## src/csvt_pkg.sv

```systemverilog
// Shared types and constants for the CSV stream tokenizer.
`timescale 1ns / 1ps
`default_nettype none

package csvt_pkg;

    localparam logic [7:0] CH_QUOTE = 8'h22;
    localparam logic [7:0] CH_COMMA = 8'h2C;
    localparam logic [7:0] CH_LF    = 8'h0A;
    localparam logic [7:0] CH_CR    = 8'h0D;

    localparam logic CMD_BYTE = 1'b0;
    localparam logic CMD_END  = 1'b1;

    typedef enum logic [1:0] {
        KIND_BYTE  = 2'd0,
        KIND_FIELD = 2'd1,
        KIND_ROW   = 2'd2
    } t_kind;

    typedef enum logic [1:0] {
        QM_UNQUOTED = 2'd0,
        QM_QUOTED   = 2'd1,
        QM_SEEN     = 2'd2
    } t_quote_mode;

    typedef struct packed {
        t_kind      kind;
        logic [7:0] out_byte;
        logic       last;
    } t_result;

endpackage

`default_nettype wire

```

## src/csvt_if.sv

```systemverilog
// Handshake channel interfaces for the tokenizer input and result streams.
`timescale 1ns / 1ps
`default_nettype none

interface csvt_in_if;
    logic       valid;
    logic       ready;
    logic       cmd;
    logic [7:0] in_byte;

    modport source (output valid, output cmd, output in_byte, input ready);
    modport sink   (input valid, input cmd, input in_byte, output ready);
endinterface

interface csvt_out_if;
    logic       valid;
    logic       ready;
    logic [1:0] kind;
    logic [7:0] out_byte;
    logic       last;

    modport source (output valid, output kind, output out_byte, output last, input ready);
    modport sink   (input valid, input kind, input out_byte, input last, output ready);
endinterface

`default_nettype wire

```

## src/csv_stream_tokenizer.sv

```systemverilog
// Top level of the streaming CSV tokenizer.
`timescale 1ns / 1ps
`default_nettype none

// CSV stream tokenizer. Each input beat carries either one text byte (cmd 0)
// or an end-of-text command (cmd 1). Each beat yields zero, one or two result
// beats: content bytes (kind 0), field ends (kind 1) and row-closing field
// ends (kind 2); last marks the final result of an input beat. Double quotes
// open and close quoting and never appear in the output; a doubled quote
// inside quotes becomes one literal quote; commas and newlines inside quotes
// are content. A carriage return is held back one byte and dropped if an
// unquoted newline follows. End of text closes any pending field and row and
// returns to the reset state. The tokenizer state updates in the same cycle
// the beat is taken and its results land in a two-entry result register, so
// an input beat is taken every cycle while the consumer keeps up; a beat that
// produces two results holds the input while the second result drains.
// Results appear in the cycle after the input beat is taken.
module csv_stream_tokenizer (
    input  wire logic    i_clk,
    input  wire logic    i_rst_n,
    csvt_in_if.sink      i_in,
    csvt_out_if.source   o_out
);
    import csvt_pkg::*;

    // Tokenizer state
    t_quote_mode r_qm;
    logic        r_held;
    logic        r_fhc;
    logic        r_rhf;
    t_quote_mode n_qm;
    logic        n_held;
    logic        n_fhc;
    logic        n_rhf;

    // Result register: two slots, a pending count and the slot being shown
    t_result     r_res [2];
    logic [1:0]  r_cnt;
    logic        r_sel;

    // Results of the beat being taken
    t_kind       v_kind [2];
    logic [7:0]  v_byte [2];
    logic [1:0]  v_cnt;
    logic        v_quoted;
    logic        v_done;

    logic        in_fire;
    logic        out_fire;

    assign out_fire = o_out.valid && o_out.ready;
    // Take a new beat only once the result register empties this cycle.
    assign i_in.ready = (r_cnt == 2'd0) || ((r_cnt == 2'd1) && o_out.ready);
    assign in_fire = i_in.valid && i_in.ready;

    always_comb begin
        n_qm     = r_qm;
        n_held   = r_held;
        n_fhc    = r_fhc;
        n_rhf    = r_rhf;
        v_kind[0] = KIND_BYTE;
        v_kind[1] = KIND_BYTE;
        v_byte[0] = 8'h00;
        v_byte[1] = 8'h00;
        v_cnt    = 2'd0;
        v_quoted = (r_qm == QM_QUOTED);
        v_done   = 1'b0;

        if (i_in.cmd == CMD_END) begin
            // Close a pending field/row, then return to reset state.
            if (r_fhc || r_rhf) begin
                if (r_held) begin
                    v_kind[v_cnt[0]] = KIND_BYTE;
                    v_byte[v_cnt[0]] = CH_CR;
                    v_cnt = v_cnt + 2'd1;
                end
                v_kind[v_cnt[0]] = KIND_ROW;
                v_byte[v_cnt[0]] = 8'h00;
                v_cnt = v_cnt + 2'd1;
            end
            n_qm   = QM_UNQUOTED;
            n_held = 1'b0;
            n_fhc  = 1'b0;
            n_rhf  = 1'b0;
        end else begin
            if (r_qm == QM_SEEN) begin
                if (i_in.in_byte == CH_QUOTE) begin
                    // Doubled quote: emit one literal quote, stay quoted.
                    if (r_held) begin
                        v_kind[v_cnt[0]] = KIND_BYTE;
                        v_byte[v_cnt[0]] = CH_CR;
                        v_cnt = v_cnt + 2'd1;
                    end
                    v_kind[v_cnt[0]] = KIND_BYTE;
                    v_byte[v_cnt[0]] = CH_QUOTE;
                    v_cnt  = v_cnt + 2'd1;
                    n_held = 1'b0;
                    n_fhc  = 1'b1;
                    n_qm   = QM_QUOTED;
                    v_done = 1'b1;
                end else begin
                    v_quoted = 1'b0;
                end
            end

            if (!v_done) begin
                if (v_quoted && (i_in.in_byte == CH_QUOTE)) begin
                    n_qm = QM_SEEN;
                end else if (!v_quoted && (i_in.in_byte == CH_QUOTE)) begin
                    n_qm = QM_QUOTED;
                end else if (!v_quoted && (i_in.in_byte == CH_COMMA)) begin
                    n_qm = QM_UNQUOTED;
                    if (r_held) begin
                        v_kind[v_cnt[0]] = KIND_BYTE;
                        v_byte[v_cnt[0]] = CH_CR;
                        v_cnt = v_cnt + 2'd1;
                    end
                    v_kind[v_cnt[0]] = KIND_FIELD;
                    v_byte[v_cnt[0]] = 8'h00;
                    v_cnt  = v_cnt + 2'd1;
                    n_held = 1'b0;
                    n_fhc  = 1'b0;
                    n_rhf  = 1'b1;
                end else if (!v_quoted && (i_in.in_byte == CH_LF)) begin
                    // Unquoted newline: drop any held return, close the row.
                    n_qm = QM_UNQUOTED;
                    v_kind[v_cnt[0]] = KIND_ROW;
                    v_byte[v_cnt[0]] = 8'h00;
                    v_cnt  = v_cnt + 2'd1;
                    n_held = 1'b0;
                    n_fhc  = 1'b0;
                    n_rhf  = 1'b0;
                end else begin
                    // Content byte; a carriage return is held, not emitted.
                    if (!v_quoted) begin
                        n_qm = QM_UNQUOTED;
                    end
                    if (r_held) begin
                        v_kind[v_cnt[0]] = KIND_BYTE;
                        v_byte[v_cnt[0]] = CH_CR;
                        v_cnt = v_cnt + 2'd1;
                    end
                    if (i_in.in_byte == CH_CR) begin
                        n_held = 1'b1;
                    end else begin
                        v_kind[v_cnt[0]] = KIND_BYTE;
                        v_byte[v_cnt[0]] = i_in.in_byte;
                        v_cnt  = v_cnt + 2'd1;
                        n_held = 1'b0;
                    end
                    n_fhc = 1'b1;
                end
            end
        end
    end

    // Advance tokenizer state on each accepted beat.
    always_ff @(posedge i_clk) begin
        if (!i_rst_n) begin
            r_qm   <= QM_UNQUOTED;
            r_held <= 1'b0;
            r_fhc  <= 1'b0;
            r_rhf  <= 1'b0;
        end else if (in_fire) begin
            r_qm   <= n_qm;
            r_held <= n_held;
            r_fhc  <= n_fhc;
            r_rhf  <= n_rhf;
        end
    end

    // Result count and slot select.
    always_ff @(posedge i_clk) begin
        if (!i_rst_n) begin
            r_cnt <= 2'd0;
            r_sel <= 1'b0;
        end else if (in_fire) begin
            r_cnt <= v_cnt;
            r_sel <= 1'b0;
        end else if (out_fire) begin
            r_cnt <= r_cnt - 2'd1;
            r_sel <= 1'b1;
        end
    end

    // Result payload: no reset needed.
    always_ff @(posedge i_clk) begin
        if (in_fire) begin
            r_res[0].kind     <= v_kind[0];
            r_res[0].out_byte <= v_byte[0];
            r_res[0].last     <= (v_cnt == 2'd1);
            r_res[1].kind     <= v_kind[1];
            r_res[1].out_byte <= v_byte[1];
            r_res[1].last     <= 1'b1;
        end
    end

    assign o_out.valid    = (r_cnt != 2'd0);
    assign o_out.kind     = r_res[r_sel].kind;
    assign o_out.out_byte = r_res[r_sel].out_byte;
    assign o_out.last     = r_res[r_sel].last;

    // Two results pending means the input must be held off.
    a_hold_when_full: assert property (@(posedge i_clk) disable iff (!i_rst_n)
        (r_cnt == 2'd2) |-> !i_in.ready)
        else $error("input taken while two results pending");

    // End of text leaves the tokenizer in its reset state.
    a_end_resets: assert property (@(posedge i_clk) disable iff (!i_rst_n)
        (in_fire && (i_in.cmd == CMD_END)) |=>
            ((r_qm == QM_UNQUOTED) && !r_held && !r_fhc && !r_rhf))
        else $error("end of text did not reset state");

    // The second slot is only shown with a single result left, and it ends the beat.
    a_second_slot: assert property (@(posedge i_clk) disable iff (!i_rst_n)
        (o_out.valid && r_sel) |-> ((r_cnt == 2'd1) && o_out.last))
        else $error("second result slot out of order");

    // A held return never survives an unquoted newline.
    a_lf_drops_cr: assert property (@(posedge i_clk) disable iff (!i_rst_n)
        (in_fire && (i_in.cmd == CMD_BYTE) && (i_in.in_byte == CH_LF)
            && (r_qm != QM_QUOTED)) |=> !r_held)
        else $error("held return kept past a row end");

endmodule

`default_nettype wire
```

## src/flat_wrapper.sv

```systemverilog
// flat-port wrapper written by rule: the top's interface ports become plain ports
module csv_stream_tokenizer_flat import csvt_pkg::*;
  (i_clk, i_rst_n, i_in_valid, i_in_cmd, i_in_in_byte, i_in_ready, o_out_valid, o_out_kind, o_out_out_byte, o_out_last, o_out_ready);
  csvt_in_if i_in_i ();
  csvt_out_if o_out_i ();
  input  wire logic i_clk;
  input  wire logic i_rst_n;
  input wire logic [$bits(i_in_i.valid)-1:0] i_in_valid;
  input wire logic [$bits(i_in_i.cmd)-1:0] i_in_cmd;
  input wire logic [$bits(i_in_i.in_byte)-1:0] i_in_in_byte;
  output wire logic [$bits(i_in_i.ready)-1:0] i_in_ready;
  output wire logic [$bits(o_out_i.valid)-1:0] o_out_valid;
  output wire logic [$bits(o_out_i.kind)-1:0] o_out_kind;
  output wire logic [$bits(o_out_i.out_byte)-1:0] o_out_out_byte;
  output wire logic [$bits(o_out_i.last)-1:0] o_out_last;
  input wire logic [$bits(o_out_i.ready)-1:0] o_out_ready;
  assign i_in_i.valid = i_in_valid;
  assign i_in_i.cmd = i_in_cmd;
  assign i_in_i.in_byte = i_in_in_byte;
  assign i_in_ready = i_in_i.ready;
  assign o_out_valid = o_out_i.valid;
  assign o_out_kind = o_out_i.kind;
  assign o_out_out_byte = o_out_i.out_byte;
  assign o_out_last = o_out_i.last;
  assign o_out_i.ready = o_out_ready;
  csv_stream_tokenizer u_core (.i_clk(i_clk), .i_rst_n(i_rst_n), .i_in(i_in_i), .o_out(o_out_i));
endmodule
```

## config.mk

```make
export PLATFORM = sky130hd
export DESIGN_NAME = csv_stream_tokenizer_flat
export DESIGN_NICKNAME = d
export VERILOG_FILES = /design/src/csvt_pkg.sv /design/src/csvt_if.sv /design/src/csv_stream_tokenizer.sv /design/src/flat_wrapper.sv
export SDC_FILE = /design/constraint.sdc
export NUM_CORES = 1
export LEC_CHECK = 0
export BUFFER_PORTS_ARGS = -buffer_cell sky130_fd_sc_hd__buf_4
export CORE_MARGIN = 2
export CORE_UTILIZATION = 45
export CTS_CLUSTER_SIZE = 10
export DETAILED_ROUTE_END_ITERATION = 10
export PLACE_DENSITY = 0.67
export REMOVE_ABC_BUFFERS = 1
export SYNTH_ARGS = -nofsm -noshare
export SYNTH_HDL_FRONTEND = slang
export SYNTH_SLANG_ARGS = --single-unit
```

## constraint.sdc

```tcl
create_clock -name i_clk -period 2.2 [get_ports i_clk]
set_clock_uncertainty 0.1 [all_clocks]
set_input_delay 0 -clock i_clk [delete_from_list [all_inputs] [get_ports i_clk]]
set_output_delay 0 -clock i_clk [all_outputs]
set_load 0.005 [all_outputs]
```

# ---- After elaboration in Yosys (flattened, before gate mapping)
# Memory sizes are Yosys's and may differ from the RTL's. A register that Yosys moved wholly into a read port is not among the register bits.
# Index checks and enable logic that the tools add are counted.
dict set report totals {
  ramBits 22
  in_bits 13
  latchBits 0
  reg_bits 8
  mem_bits_ro 0
  output_inout_bits 13
  memories 1
}
# name depth word_bits read_ports rd_clocked_by_memory_dff write_ports line_no
set memory_table {}
lappend memory_table {u_core.r_res 2 11 1 1 2 csv_stream_tokenizer.sv:37} ;# t_result r_res [2];
dict set report classes {
  eq_ne 11
  multipliers 0
  div_mod_pow 0
  n_lt_le_gt_ge 10
  n_reduce_logical 21
  bitwise_logic 33
  n_addsub 6
  n_mux 151
  shift 0
}
# op count
set ops {}
lappend ops {{$mux W16} 23}
lappend ops {{$mux W2} 49}
lappend ops {{$mux W4} 24}
lappend ops {{$mux W8} 10}
lappend ops {{$and A16 B16 Y16} 3}
lappend ops {{$not A16 Y16} 3}
lappend ops {{$demux W8 S1} 5}
lappend ops {{$mux W1} 34}
lappend ops {{$bwmux W16} 1}
lappend ops {{$eq A8 B4 Y1 const B} 2}
lappend ops {{$eq A8 B6 Y1 const B} 2}
lappend ops {{$and A12 B12 Y12} 1}
lappend ops {{$and A4 B4 Y4} 3}
lappend ops {{$logic_and A1 B1 Y1} 12}
lappend ops {{$not A12 Y12} 1}
lappend ops {{$not A4 Y4} 3}
lappend ops {{$add A2 B1 Y2 const B} 5}
lappend ops {{$and A10 B10 Y10} 1}
lappend ops {{$demux W2 S1} 5}
lappend ops {{$ge A2 B2 Y1 const B} 5}
lappend ops {{$lt A2 B1 Y1 const B} 5}
lappend ops {{$not A1 Y2} 5}
lappend ops {{$not A10 Y10} 1}
lappend ops {{$and A2 B2 Y2} 3}
lappend ops {{16 further kinds} 26}

# ---- Depth between registers and ports, before layout
dict set report depth {
  word_depth 30
  depth_mapped 11
  mapped_depth_nobuf 11
}

# ---- Least setup slack after synthesis
# Ideal clock, no wire load.
dict set report synth_timing {
  path_kind {register to register}
  start {register u_core.r_held}
  end {memory u_core.r_res[0][2] (netlist name), data pin}
  arrival_ps 2066
  stages_incl_launch_ff 11
  path_slack_ps -227
  required_time_ps 1838
  n_path_buf 2
  cell_sequence {dfxtp_1 clkbuf_1 inv_1 nand2_1 inv_1 ha_1 clkbuf_1 o21ai_2 or2_2 a21oi_1 o21ai_0}
}
# element line_no
set synth_lines {}
lappend synth_lines {{from (decl)} csv_stream_tokenizer.sv:28} ;# logic r_held;
lappend synth_lines {{from (signal assigned)} csv_stream_tokenizer.sv:166} ;# r_held <= n_held;
lappend synth_lines {{to (decl)} csv_stream_tokenizer.sv:37}

==> key figures <==
Worst hold path
  • Worst min path class: primary input to register
  • Hold Path Stages: 4

Worst setup path
  • CP arrival: 2.08 ns
  • Worst setup SP type: register
  • Setup crit end kind: register
  • Worst reg-to-reg path cell count: 9
  • Critical Path RT: 2.13 ns
  • Largest fanout on the critical path: 2
  • Crit Path Class: register to register

Logic synthesis
  • Commonest cells in the netlist: edfxtp_1, nand2_1, o21ai_0
  • Post-synth top flop: edfxtp_1
  • Sequential-to-total area share from yosys stat: 41.51%
  • Share of flip-flops with an asynchronous set or reset: 0%
  • Synth area leaders: edfxtp_1, dfxtp_1, mux2_2
  • Post-synth EDFFs: 21
  • #FFs+latches synth: 30
  • Synth Warn #: 0
  • Share of the synthesized area in the top cell type: 32.29%
  • Post-synthesis instance area: 1953 um^2
  • Synth Instances: 202
  • Mean Syn Cell Area: 9.669 um^2
  • Post-synth cell types: 50
  • Cell taking the most area after synthesis: edfxtp_1

Floorplan
  • Rows: 23
  • Starting Density: 47.80%
  • Core footprint: 4086 um^2
  • Die area: 4883 um^2
  • Top Ports: 26
  • Die width: 69.88 um
  • Die Ht: 69.88 um

Route
  • DRT Wirelength: 5.134 mm
  • Vias: 1746
  • Remaining DRCs: 0
  • TritonRoute pass-1 iters: 4
  • Antenna viol nets, final: 0
  • WL/cell: 16.20 um
  • Initial DRC Count: 73
  • Via-per-instance ratio: 5.508

Placement
  • Buffers added on ports: 25
  • Placement Cell Area: 2450 um^2
  • Detailed Place HPWL: 3.924 mm
  • Placement Setup Slack: -0.2435 ns
  • Gpl congestion: 0.9587

Cells and area
  • Final net count: 287
  • Fin area: 2608 um^2
  • Synth-to-Final Area Change: 33.50%
  • Antenna diode count: 0
  • Share of layout cells above drive strength 1: 37.08%

Clock network
  • Root buffer cell: clkbuf_8
  • Post-CTS Setup Bufs: 0
  • TritonCTS clock tree: built
  • Inserted Clock Buffers: 5
  • # H-tree levels: 2
  • Skew-Pair Late Insertion Delay: 0.28 ns
  • Clock Sinks: 30
  • Clock-pin slew on the worst setup and hold paths: 0.06 ns
  • Longest Clk Path Bufs: 2

Timing
  • Final hold viol count: 0
  • Slew Limit Fails: 0
  • Slew headroom: 61.75%
  • Final min period: 2.150 ns
  • FMAX: 465.1 MHz
  • Final WS setup: 0.05003 ns
  • Endpoints failing setup: 0
  • RSZ-0062 raised after global routing: true
  • Tcrit/Tclk final: 97.73%
  • Worst Tran Pin Value: 0.5685 ns

GRT
  • First-pass GRT wire length: 8.397 mm
  • Initial antenna violation count: 0
  • Number of global-route vias before repair: 1703
  • Global route total overflow: 0
  • Largest net degree at the start of global routing: 26
  • GRT Resource Usage Total: 21.89%

Job
  • Max-cap viol count: 0

Power
  • VDD IR-drop max: 0.0003223 V
  • P per Cell Area: 536.4 nW/um^2
  • P_leak: 1.110 nW

Status
  • Run status: finished, final reports clean
==> registers in the layout (all words and copies together), names as in the netlist, named ones only <==
signal / flops
u_core.r_qm: 2
u_core.r_rhf: 1
u_core.r_res: 21
u_core.r_held: 1
u_core.r_fhc: 1
u_core.r_cnt: 2
u_core.r_sel: 1
==> power breakdown <==
group | switching (mW) | internal (mW) | leakage, nW
Clock | 0.211 | 0.217 | 0.0426
Combinational | 0.141 | 0.147 | 0.785
Sequential | 0.0182 | 0.664 | 0.282
==> placed cells by master (no fill, tap or decap), types with 3 or more instances in the layout <==
cell type	count
buf_4	61
edfxtp_1	21
nand2_1	20
o21ai_0	13
a21oi_1	12
inv_1	11
mux2_2	11
and3_1	10
nor2_1	9
dfxtp_1	9
a21o_1	6
nand3_1	6
ha_1	6
clkbuf_8	5
nor2b_1	4
nand2b_1	3
a31oi_1	3
==> per-layer routing <==
metal / wire (um) / track usage [%]
met1: 2419 / 28.91
met3: 175 / 4.473
met5: 0 / 0
met2: 2498 / 36.51
met4: 41 / 5.983
==> cell families (layout without fill, tap and decap cells) <==
| logic type | Yosys count | count (layout) | share of synthesized area (%) |
|---|---|---|---|
| xor+xnor | 1 | 1 | 0.4485 |
| simple gates | 76 | 76 | 22.81 |
| buf+inv | 18 | 83 | 3.523 |
| fa+ha+maj | 8 | 8 | 5.125 |
| flops | 30 | 30 | 41.51 |
| mux | 13 | 13 | 7.367 |
| compound gates | 56 | 56 | 19.22 |
==> layout make-up <==
class                           count  area [um^2]
Multi-Input combinational cell    154         1130
Clock inverter                      2        8.758
Inverter                           12        45.04
Tap cell                           50        62.56
Fill cell                         363         1479
Sequential cell                    30        810.8
Clock buffer                        6        72.57
Timing Repair Buffer               63        478.0
==> timing repair <==
action	in CTS	in global routing
hold buffers	2	0
endpoints found under the setup margin	1	5
pin swaps	2	0
hold endpoints to repair	10	0
resized for setup	2	9
==> per-stage QoR <==
step	instances	TNS (ns)	util (%)	hold WS, ns	total power, mW
floorplan	196	-0.1439	-	0.01312	0.8270
global placement	307	-0.2701	59.95	0.1957	0.9739
detailed placement	307	-1.374	59.95	0.2017	0.9811
CTS	317	0	62.68	0.01017	1.409
global route	317	-0.01713	63.81	0.02366	1.465
finish	317	0	63.81	0.005586	1.399
==> worst paths after layout <==
check | startpoint | end | slack (ns)
worst max-delay path | u_core.r_qm[0] | u_core.r_res[0][0] | 0.05
worst min-delay path | i_in_valid | u_core.r_cnt[1] | 0.006
worst max register to register | u_core.r_qm[0] | u_core.r_res[0][0] | 0.05
worst min register to register | u_core.r_rhf | u_core.r_rhf | 0.39
==> worst max-delay path, stage by stage (launching register included) <==
cell	delay (ns)
dfxtp_1	0.31
nand2b_4	0.16
nor2_4	0.12
nand2_2	0.08
ha_4	0.28
inv_1	0.04
a311o_1	0.28
a311o_1	0.27
o311a_1	0.14
nor2b_1	0.13
(Power assumes the default switching activity.)
